$ cat config.mk
export PLATFORM = sky130hd
export DESIGN_NAME = golomb_bitstream_decoder_top_flat
export DESIGN_NICKNAME = d
export VERILOG_FILES = /design/src/design/gbd_pkg.sv /design/src/design/gbd_channels.sv /design/src/design/gbd_codeword.sv /design/src/design/golomb_bitstream_decoder_top.sv /design/src/flat_wrapper.sv
export VERILOG_INCLUDE_DIRS = /design/src /design/src/design
export SDC_FILE = /design/constraint.sdc
export NUM_CORES = 1
export LEC_CHECK = 0
export BUFFER_PORTS_ARGS = -buffer_cell sky130_fd_sc_hd__buf_4
export CELL_PAD_IN_SITES_DETAIL_PLACEMENT = 1
export CELL_PAD_IN_SITES_GLOBAL_PLACEMENT = 1
export CORE_UTILIZATION = 30
export DETAILED_ROUTE_END_ITERATION = 8
export GPL_ROUTABILITY_DRIVEN = 0
export PLACE_DENSITY_LB_ADDON = 0.1
export SLEW_MARGIN = 20
export SYNTH_ARGS = -nofsm -noshare
export SYNTH_HDL_FRONTEND = slang
export SYNTH_SLANG_ARGS = --single-unit
$ cat constraint.sdc
create_clock -name clk -period 11 [get_ports clk]
set_clock_uncertainty 0.2 [all_clocks]
set_input_delay 2.2 -clock clk [delete_from_list [all_inputs] [get_ports clk]]
set_output_delay 2.2 -clock clk [all_outputs]
set_load 0.01 [all_outputs]
$ cat src/design/golomb_bitstream_decoder_top_assert.svh
// assertion helpers for the decoder top
`ifndef GOLOMB_BITSTREAM_DECODER_TOP_ASSERT_SVH
`define GOLOMB_BITSTREAM_DECODER_TOP_ASSERT_SVH

// consequent must hold in the same cycle as the antecedent
`define GBD_ASSERT_NOW(label, clk, rst_n, ante, cons, msg) \
    label: assert property (@(posedge clk) disable iff (!rst_n) (ante) |-> (cons)) \
        else $error(msg);

// consequent must hold in the cycle after the antecedent
`define GBD_ASSERT_NEXT(label, clk, rst_n, ante, cons, msg) \
    label: assert property (@(posedge clk) disable iff (!rst_n) (ante) |=> (cons)) \
        else $error(msg);

`endif

$ cat src/design/gbd_pkg.sv
package gbd_pkg;

    localparam int BYTE_BITS         = 8;
    localparam int BYTE_CNT_BITS     = 4;
    localparam int VALUE_BITS        = 28;
    localparam int DIVISOR_REG_BITS  = 13;
    localparam int QUOTIENT_BITS_DEF = 16;
    localparam int DIVISOR_BITS_DEF  = 12;

    // one register write
    typedef struct packed {
        logic                        we;
        logic [DIVISOR_REG_BITS-1:0] data;
    } gbd_cfg_wr_t;

    // outcome of one decoded bit
    typedef struct packed {
        logic                  emit;
        logic                  sat;
        logic [VALUE_BITS-1:0] value;
    } gbd_result_t;

endpackage

$ cat src/design/gbd_channels.sv
interface gbd_byte_if
    import gbd_pkg::*;
();
    logic                 valid;
    logic                 ready;
    logic [BYTE_BITS-1:0] data_byte;

    modport source (output valid, output data_byte, input ready);
    modport sink (input valid, input data_byte, output ready);
endinterface

interface gbd_value_if
    import gbd_pkg::*;
();
    logic                  valid;
    logic                  ready;
    logic [VALUE_BITS-1:0] value;
    logic                  last_of_item;
    logic                  quotient_saturated;

    modport source (output valid, output value, output last_of_item,
                    output quotient_saturated, input ready);
    modport sink (input valid, input value, input last_of_item,
                  input quotient_saturated, output ready);
endinterface

$ cat src/design/gbd_codeword.sv
module gbd_codeword
    import gbd_pkg::*;
#(
    parameter int QUOTIENT_BITS = QUOTIENT_BITS_DEF,
    parameter int DIVISOR_BITS  = DIVISOR_BITS_DEF
)
(
    input  logic        clk,
    input  logic        rst_n,
    input  gbd_cfg_wr_t cfg,
    input  logic        step,
    input  logic        bit_in,
    output gbd_result_t res
);

    localparam int RB   = $clog2(DIVISOR_BITS + 1);
    localparam int MW   = DIVISOR_BITS + 1;
    localparam int MAXD = 1 << DIVISOR_BITS;

    // derived divisor values, computed at write time
    logic [MW-1:0]           m_reg, m_next;
    logic [RB-1:0]           b_reg, b_next;
    logic [DIVISOR_BITS-1:0] u_reg, u_next;
    logic [MW-1:0]           m_minus1;

    logic                     phase_reg, phase_next;
    logic [QUOTIENT_BITS-1:0] q_reg, q_next;
    logic [VALUE_BITS-1:0]    acc_reg, acc_next;
    logic [DIVISOR_BITS-1:0]  rem_reg, rem_next;
    logic [RB-1:0]            cnt_reg, cnt_next;
    logic                     sat_reg, sat_next;

    logic [DIVISOR_BITS-1:0]  rem_shift;
    logic [DIVISOR_BITS-1:0]  rem_out;
    logic [RB-1:0]            cnt_inc;

    always_comb
    begin
        if (cfg.data == '0)
        begin
            m_next = MW'(1);
        end
        else if (32'(cfg.data) > 32'(MAXD))
        begin
            m_next = MW'(MAXD);
        end
        else
        begin
            m_next = MW'(cfg.data);
        end
        m_minus1 = m_next - MW'(1);
        // ceil(log2 m) is the bit length of m - 1
        b_next = '0;
        for (int k = 0; k < DIVISOR_BITS; k++)
        begin
            if (m_minus1[k])
            begin
                b_next = RB'(k + 1);
            end
        end
        u_next = DIVISOR_BITS'((32'(1) << b_next) - 32'(m_next));
    end

    always_ff @(posedge clk or negedge rst_n)
    begin
        if (!rst_n)
        begin
            m_reg <= MW'(1);
            b_reg <= '0;
            u_reg <= '0;
        end
        else if (cfg.we)
        begin
            m_reg <= m_next;
            b_reg <= b_next;
            u_reg <= u_next;
        end
    end

    assign rem_shift = DIVISOR_BITS'({rem_reg, bit_in});
    assign cnt_inc   = cnt_reg + RB'(1);

    always_comb
    begin
        phase_next = phase_reg;
        q_next     = q_reg;
        acc_next   = acc_reg;
        rem_next   = rem_reg;
        cnt_next   = cnt_reg;
        sat_next   = sat_reg;
        res.emit   = 1'b0;
        rem_out    = '0;

        if (step)
        begin
            if (!phase_reg)
            begin
                if (bit_in)
                begin
                    if (q_reg == '1)
                    begin
                        sat_next = 1'b1;
                    end
                    else
                    begin
                        q_next   = q_reg + QUOTIENT_BITS'(1);
                        // running product m * q
                        acc_next = acc_reg + VALUE_BITS'(m_reg);
                    end
                end
                else if (b_reg == '0)
                begin
                    res.emit = 1'b1;
                end
                else
                begin
                    phase_next = 1'b1;
                    rem_next   = '0;
                    cnt_next   = '0;
                end
            end
            else
            begin
                // short code word when the first b-1 bits fall below the threshold
                if (cnt_inc == b_reg - RB'(1) && rem_shift < u_reg)
                begin
                    res.emit = 1'b1;
                    rem_out  = rem_shift;
                end
                else if (cnt_inc >= b_reg)
                begin
                    res.emit = 1'b1;
                    rem_out  = rem_shift - u_reg;
                end
                else
                begin
                    rem_next = rem_shift;
                    cnt_next = cnt_inc;
                end
            end
        end

        res.value = acc_reg + VALUE_BITS'(rem_out);
        res.sat   = sat_reg;

        if (res.emit || cfg.we)
        begin
            phase_next = 1'b0;
            q_next     = '0;
            acc_next   = '0;
            rem_next   = '0;
            cnt_next   = '0;
            sat_next   = 1'b0;
        end
    end

    always_ff @(posedge clk or negedge rst_n)
    begin
        if (!rst_n)
        begin
            phase_reg <= 1'b0;
            q_reg     <= '0;
            acc_reg   <= '0;
            rem_reg   <= '0;
            cnt_reg   <= '0;
            sat_reg   <= 1'b0;
        end
        else
        begin
            phase_reg <= phase_next;
            q_reg     <= q_next;
            acc_reg   <= acc_next;
            rem_reg   <= rem_next;
            cnt_reg   <= cnt_next;
            sat_reg   <= sat_next;
        end
    end

endmodule

$ cat src/design/golomb_bitstream_decoder_top.sv
// Golomb decoder with truncated binary remainder. Coded bytes enter on
// stream and are shifted out one bit per cycle, most significant first, into
// a bit-serial code word decoder, except while a held value waits for the
// output register or a byte's final value is flushed; the product divisor *
// quotient is built by adding the divisor once per unary one. A code word
// that ends on a byte's last bit is flushed with its last_of_item mark before
// the next bit is decoded. The next byte is taken in the cycle its
// predecessor's last bit is decoded. Results leave through an output
// register; a one-entry hold stage sits before it so that the final value of
// a byte can be marked. Write the divisor only while idle: a write restarts the code word in progress.
`include "golomb_bitstream_decoder_top_assert.svh"

module golomb_bitstream_decoder_top
    import gbd_pkg::*;
#(
    parameter int QUOTIENT_BITS = QUOTIENT_BITS_DEF,
    parameter int DIVISOR_BITS  = DIVISOR_BITS_DEF
)
(
    input  logic                        clk,
    input  logic                        rst_n,
    gbd_byte_if.sink                    stream,
    gbd_value_if.source                 result,
    input  logic                        cfg_we,
    input  logic [DIVISOR_REG_BITS-1:0] cfg_wdata
);

    logic [BYTE_BITS-1:0]     sreg_reg, sreg_next;
    logic [BYTE_CNT_BITS-1:0] bits_left_reg, bits_left_next;

    logic                  hold_valid_reg, hold_valid_next;
    logic                  hold_final_reg, hold_final_next;
    logic [VALUE_BITS-1:0] hold_value_reg, hold_value_next;
    logic                  hold_sat_reg, hold_sat_next;

    logic                  out_valid_reg, out_valid_next;
    logic [VALUE_BITS-1:0] out_value_reg, out_value_next;
    logic                  out_last_reg, out_last_next;
    logic                  out_sat_reg, out_sat_next;

    gbd_cfg_wr_t cfg;
    gbd_result_t res;

    logic busy;
    logic last_bit;
    logic out_free;
    logic flush;
    logic step;
    logic push_mid;
    logic push_end;
    logic push;
    logic accept;

    assign cfg.we   = cfg_we;
    assign cfg.data = cfg_wdata;

    gbd_codeword #(
        .QUOTIENT_BITS (QUOTIENT_BITS),
        .DIVISOR_BITS  (DIVISOR_BITS)
    ) u_codeword (
        .clk    (clk),
        .rst_n  (rst_n),
        .cfg    (cfg),
        .step   (step),
        .bit_in (sreg_reg[BYTE_BITS-1]),
        .res    (res)
    );

    assign busy     = bits_left_reg != '0;
    assign last_bit = bits_left_reg == BYTE_CNT_BITS'(1);
    assign out_free = !out_valid_reg || result.ready;
    // a held value that closed its byte goes out before anything else
    assign flush    = hold_valid_reg && hold_final_reg;
    assign step     = busy && !flush && (!hold_valid_reg || out_free);
    assign push_mid = step && hold_valid_reg && res.emit;
    assign push_end = (step && hold_valid_reg && !res.emit && last_bit) || (flush && out_free);
    assign push     = push_mid || push_end;

    assign stream.ready = !busy || (step && last_bit);
    assign accept       = stream.valid && stream.ready;

    always_comb
    begin
        sreg_next      = sreg_reg;
        bits_left_next = bits_left_reg;
        if (accept)
        begin
            sreg_next      = stream.data_byte;
            bits_left_next = BYTE_CNT_BITS'(BYTE_BITS);
        end
        else if (step)
        begin
            sreg_next      = {sreg_reg[BYTE_BITS-2:0], 1'b0};
            bits_left_next = bits_left_reg - BYTE_CNT_BITS'(1);
        end
    end

    always_comb
    begin
        hold_valid_next = hold_valid_reg;
        hold_final_next = hold_final_reg;
        hold_value_next = hold_value_reg;
        hold_sat_next   = hold_sat_reg;
        if (step && res.emit)
        begin
            hold_valid_next = 1'b1;
            hold_final_next = last_bit;
            hold_value_next = res.value;
            hold_sat_next   = res.sat;
        end
        else if (push_end)
        begin
            hold_valid_next = 1'b0;
            hold_final_next = 1'b0;
        end
    end

    always_comb
    begin
        out_valid_next = out_valid_reg;
        out_value_next = out_value_reg;
        out_last_next  = out_last_reg;
        out_sat_next   = out_sat_reg;
        if (push)
        begin
            out_valid_next = 1'b1;
            out_value_next = hold_value_reg;
            out_last_next  = push_end;
            out_sat_next   = hold_sat_reg;
        end
        else if (result.ready)
        begin
            out_valid_next = 1'b0;
        end
    end

    always_ff @(posedge clk or negedge rst_n)
    begin
        if (!rst_n)
        begin
            bits_left_reg  <= '0;
            hold_valid_reg <= 1'b0;
            hold_final_reg <= 1'b0;
            out_valid_reg  <= 1'b0;
        end
        else
        begin
            bits_left_reg  <= bits_left_next;
            hold_valid_reg <= hold_valid_next;
            hold_final_reg <= hold_final_next;
            out_valid_reg  <= out_valid_next;
        end
    end

    always_ff @(posedge clk)
    begin
        sreg_reg       <= sreg_next;
        hold_value_reg <= hold_value_next;
        hold_sat_reg   <= hold_sat_next;
        out_value_reg  <= out_value_next;
        out_last_reg   <= out_last_next;
        out_sat_reg    <= out_sat_next;
    end

    assign result.valid              = out_valid_reg;
    assign result.value              = out_value_reg;
    assign result.last_of_item       = out_last_reg;
    assign result.quotient_saturated = out_sat_reg;

    `GBD_ASSERT_NOW(a_flush_blocks_step, clk, rst_n, flush, !step, "bit decoded during flush")
    `GBD_ASSERT_NOW(a_push_has_room, clk, rst_n, push, out_free, "beat pushed into full output")
    `GBD_ASSERT_NEXT(a_accept_loads_byte, clk, rst_n, accept, bits_left_reg == BYTE_CNT_BITS'(BYTE_BITS), "accepted byte not loaded")
    `GBD_ASSERT_NOW(a_final_needs_hold, clk, rst_n, hold_final_reg, hold_valid_reg, "final mark without held value")

endmodule

$ cat src/flat_wrapper.sv
// flat-port wrapper written by rule: the top's interface ports become plain ports
module golomb_bitstream_decoder_top_flat import gbd_pkg::*;
#(
    parameter int QUOTIENT_BITS = QUOTIENT_BITS_DEF,
    parameter int DIVISOR_BITS  = DIVISOR_BITS_DEF
)
  (clk, rst_n, cfg_we, cfg_wdata, stream_valid, stream_data_byte, stream_ready, result_valid, result_value, result_last_of_item, result_quotient_saturated, result_ready);
  gbd_byte_if stream_i ();
  gbd_value_if result_i ();
  input  logic clk;
  input  logic rst_n;
  input  logic cfg_we;
  input  logic [DIVISOR_REG_BITS-1:0] cfg_wdata;
  input wire logic [$bits(stream_i.valid)-1:0] stream_valid;
  input wire logic [$bits(stream_i.data_byte)-1:0] stream_data_byte;
  output wire logic [$bits(stream_i.ready)-1:0] stream_ready;
  output wire logic [$bits(result_i.valid)-1:0] result_valid;
  output wire logic [$bits(result_i.value)-1:0] result_value;
  output wire logic [$bits(result_i.last_of_item)-1:0] result_last_of_item;
  output wire logic [$bits(result_i.quotient_saturated)-1:0] result_quotient_saturated;
  input wire logic [$bits(result_i.ready)-1:0] result_ready;
  assign stream_i.valid = stream_valid;
  assign stream_i.data_byte = stream_data_byte;
  assign stream_ready = stream_i.ready;
  assign result_valid = result_i.valid;
  assign result_value = result_i.value;
  assign result_last_of_item = result_i.last_of_item;
  assign result_quotient_saturated = result_i.quotient_saturated;
  assign result_i.ready = result_ready;
  golomb_bitstream_decoder_top #(.QUOTIENT_BITS(QUOTIENT_BITS), .DIVISOR_BITS(DIVISOR_BITS)) u_core (.clk(clk), .rst_n(rst_n), .stream(stream_i), .result(result_i), .cfg_we(cfg_we), .cfg_wdata(cfg_wdata));
endmodule
==> summary.txt <==
Timing
  – Setup violations, final: 0
  – Slew @ Worst Pin: 1.05 ns
  – Hold Vio Cnt, Final: 0
  – Final slew viol count: 0
  – Fmax: 137 MHz
  – Rel. slew slack: 29.4%
  – Period minus WS final: 7.31 ns
  – Final Cycle Share: 66.5%
  – Setup TNS: 0 ns
  – RSZ-0062 raised after global routing: false

Synth
  – Syn_area_per_cell: 9.97 um2
  – Top cells by count, synth: 96 x dfrtp_1, 91 x nand2_1, 67 x a21oi_1, 67 x edfxtp_1, 65 x nor2_1
  – Register area share after synthesis: 45.0%
  – Mapped Area: 0.00988 mm2
  – Synth Instances: 991
  – #FFs+latches synth: 164
  – Synth Area in Simple Gates: 17.9%
  – Post-synth top area cell: dfrtp_1
  – Xor/xnor share of the synthesized area: 5.49%
  – Top-count cell post-synth: dfrtp_1
  – Post-Synth Adder-Cell Area: 8.28%
  – Synth warnings: 0
  – Compound-cell area share of the yosys netlist: 17.5%
  – Largest family of logic cells by synthesized area: simple AND/OR/NAND/NOR gates
  – Async set-or-reset flop fraction in the synthesized netlist: 59.1%
  – Post-synth EDFFs: 67
  – Top post-synthesis cells by area: dfrtp_1 24%, edfxtp_1 20%, ha_1 7.5%, xnor2_1 3.7%, nand2_1 3.5%
  – Post-synthesis net count: 1080
  – Yosys top cell area share: 24.3%
  – Yosys cell types: 72
  – Prevailing post-synth register cell: dfrtp_1
  – Post-synthesis mux area share: 2.24%

Die
  – Core area: 0.0325 mm2
  – Die H: 183 um
  – DIE AREA: 0.0337 mm2
  – Rows: 66
  – Io pins: 58
  – Die Width: 183 um
  – Initial Util: 30.4%

Run status
  – Status: completed

Clock network
  – CTS Hold Bufs: 0
  – Clock latency on the worst-skew pair: 0.44 ns
  – CTS buffer count: 17
  – CTS clk-pin slew, worst paths: 0.06 ns
  – Setup Buffers After CTS: 0
  – Clock buffer depth: 2
  – CTS H-tree lvls: 4
  – CTS Root Cell: clkbuf_16
  – Post-CTS Resized: 0
  – TritonCTS clock tree: yes
  – CTS sink count: 164

Global route
  – Maximum number of pins on one net before global-route repair: 72
  – Number of global-route vias before repair: 7731
  – Remaining global-route overflow: 0
  – Initial antenna violation count: 0
  – Gr usage total: 15.8%
  – First-pass GRT wire length: 41.5 mm

Layout
  – Layout cell share with drive strength beyond 1: 12.0%
  – Multi-input gate area: 0.00510 mm2
  – Antenna cells: 0
  – Finished Layout Cells: 1494
  – Final Util: 34.9%
  – Layout overhead on the synthesized area: 14.6%
  – # fillers: 3659
  – Final #Nets: 1129
  – Register Area: 0.00444 mm2

Route
  – First-pass DRT Iterations: 4
  – Routed length per instance: 16.6 um
  – Routed WL: 24.8 mm
  – Drt via density: 5.00
  – Vias: 7471
  – Iteration-0 DRC Markers: 259
  – # DRC: 0
  – Number of routed nets with antenna violations: 0

Min path
  – Hold Crit Class: register to register

Pwr
  – Power share of the sequential group: 42.4%
  – Cell Int Power: 1.23 mW
  – Clock power share: 29.7%
  – Pwr/cell area: 166 mW/mm2
  – Combinational power share: 27.9%
  – Sw Ratio: 34.4%
  – Lkg Pwr: 4.71 nW
  – Overall power: 1.87 mW
  – Worst vdd ir: 103 uV
  – NetSw: 0.645 mW

Setup path
  – Worst-path cell chain: buf_4 -> nor4_1 -> nand3_1 -> o21ai_0 -> and2_1 -> inv_1 -> ha_1 -> o21a_1 -> a21o_1 -> or4_4 -> nor2_4 -> and3_1 -> nor3b_1 -> ha_1 -> nor2b_1 -> o31ai_1 -> nor4b_1 -> o31ai_1 -> o41ai_1 -> xnor2_1 -> a21oi_1
  – Crit path largest cell delay: 0.56 ns
  – Crit end category: register
  – WP data arrival: 7.41 ns
  – Slowest CP cell: or4_4
  – Startpoint Class: input pin
  – Max Fanout on Critical Path: 10
  – CP Class: input pin to register
  – Req. time, crit path: 11.10 ns

Job
  – Max Cap Viol: 0

Placed design
  – Placed insts: 1463
  – DP Wirelength: 18.5 mm
  – I/O Buffers: 57
==> area by class of cell <==
class,count,share of cell area (%)
flip-flops and latches,164,39.2
repair buffers,64,4.24
clock inverters,13,0.906
multi-input cells,736,45.1
clock buffers,18,3.79
well taps,442,4.89
inverters,57,1.89
==> routing by layer <==
metal | global-route usage (%) | wire [um] | part of all wire [%] | vias up
li1 | - | - | - | 3740
met1 | 22.1 | 12800 | 52 | 3644
met2 | 25.1 | 11100 | 45 | 79
met3 | 2.87 | 700 | 2.8 | 8
met4 | 3.67 | 176 | 0.71 | 0
met5 | 0 | 0 | 0 | -
==> power groups by stage <==
stage	registers, mW	clock network (mW)	logic, mW
floorplan	0.779	0	0.403
global placement	0.807	0	0.526
detailed placement	0.808	0	0.533
CTS	0.796	0.581	0.535
global route	0.808	0.602	0.597
finish	0.794	0.557	0.523
==> logic make-up (layout without fill, tap and decap cells) <==
group | count (synthesis) | count (layout)
AND/OR/NAND/NOR | 338 | 338
XOR/XNOR | 61 | 61
multiplexers | 21 | 21
adder cells (fa/ha/maj) | 63 | 63
flip-flops | 164 | 164
AO/OA/AOI/OAI | 253 | 253
buffers and inverters | 91 | 152
==> worst paths after layout <==
check                                                   start                                        end  slack, ns  cells after the start
min reg2reg                u_core.hold_value_reg[2]$_DFFE_PP_           u_core.result.value[2]$_DFFE_PP_       0.22                      0
max                                              cfg_wdata[9]    u_core.u_codeword.u_reg[11]$_DFFE_PN0P_       3.69                     21
max reg2reg                      u_core.sreg_reg[7]$_DFFE_PP_        u_core.hold_value_reg[24]$_DFFE_PP_       5.03                     21
max in group asynchronous                               rst_n     u_core.u_codeword.u_reg[3]$_DFFE_PN0P_       7.86                      2
min                        u_core.hold_value_reg[2]$_DFFE_PP_           u_core.result.value[2]$_DFFE_PP_       0.22                      0
min in group asynchronous                               rst_n  u_core.u_codeword.acc_reg[16]$_DFFE_PN0P_       1.56                      1
==> metrics by stage <==
stage / instance area, um2 / hold slack [ns] / worst slack [ns]
floorplan: 9880 / 0.200 / 3.95
global placement: 10800 / 0.202 / 3.11
detailed placement: 10800 / 0.207 / 3.07
CTS: 11300 / 0.222 / 3.55
global route: 11300 / 0.227 / 3.05
finish: 11300 / 0.219 / 3.69
==> layout by cell type (no fill, tap or decap), drive strengths merged, types with 11 or more instances in the layout <==
cell type,instances
dfrtp,96
nand2,91
a21oi,67
edfxtp,67
nor2,67
buf,64
inv,62
ha,59
o21ai,43
xnor2,43
nand3,31
a22o,29
nor3,23
xor2,18
clkbuf,18
a21o,16
or3,16
o31ai,16
or4,16
nor2b,14
and3,14
o21a,13
and2,12
mux2i,12
o211ai,12
nor4,12
nand4,11
==> critical path, delay by kind of cell <==
family / cells / cell delay, ns
compound gates: 7 / 1.47
xor+xnor: 1 / 0.16
fa+ha+maj: 2 / 0.63
buf+inv: 2 / 0.20
simple gates: 9 / 2.72
No activity file was read; power rests on OpenSTA's default activity.
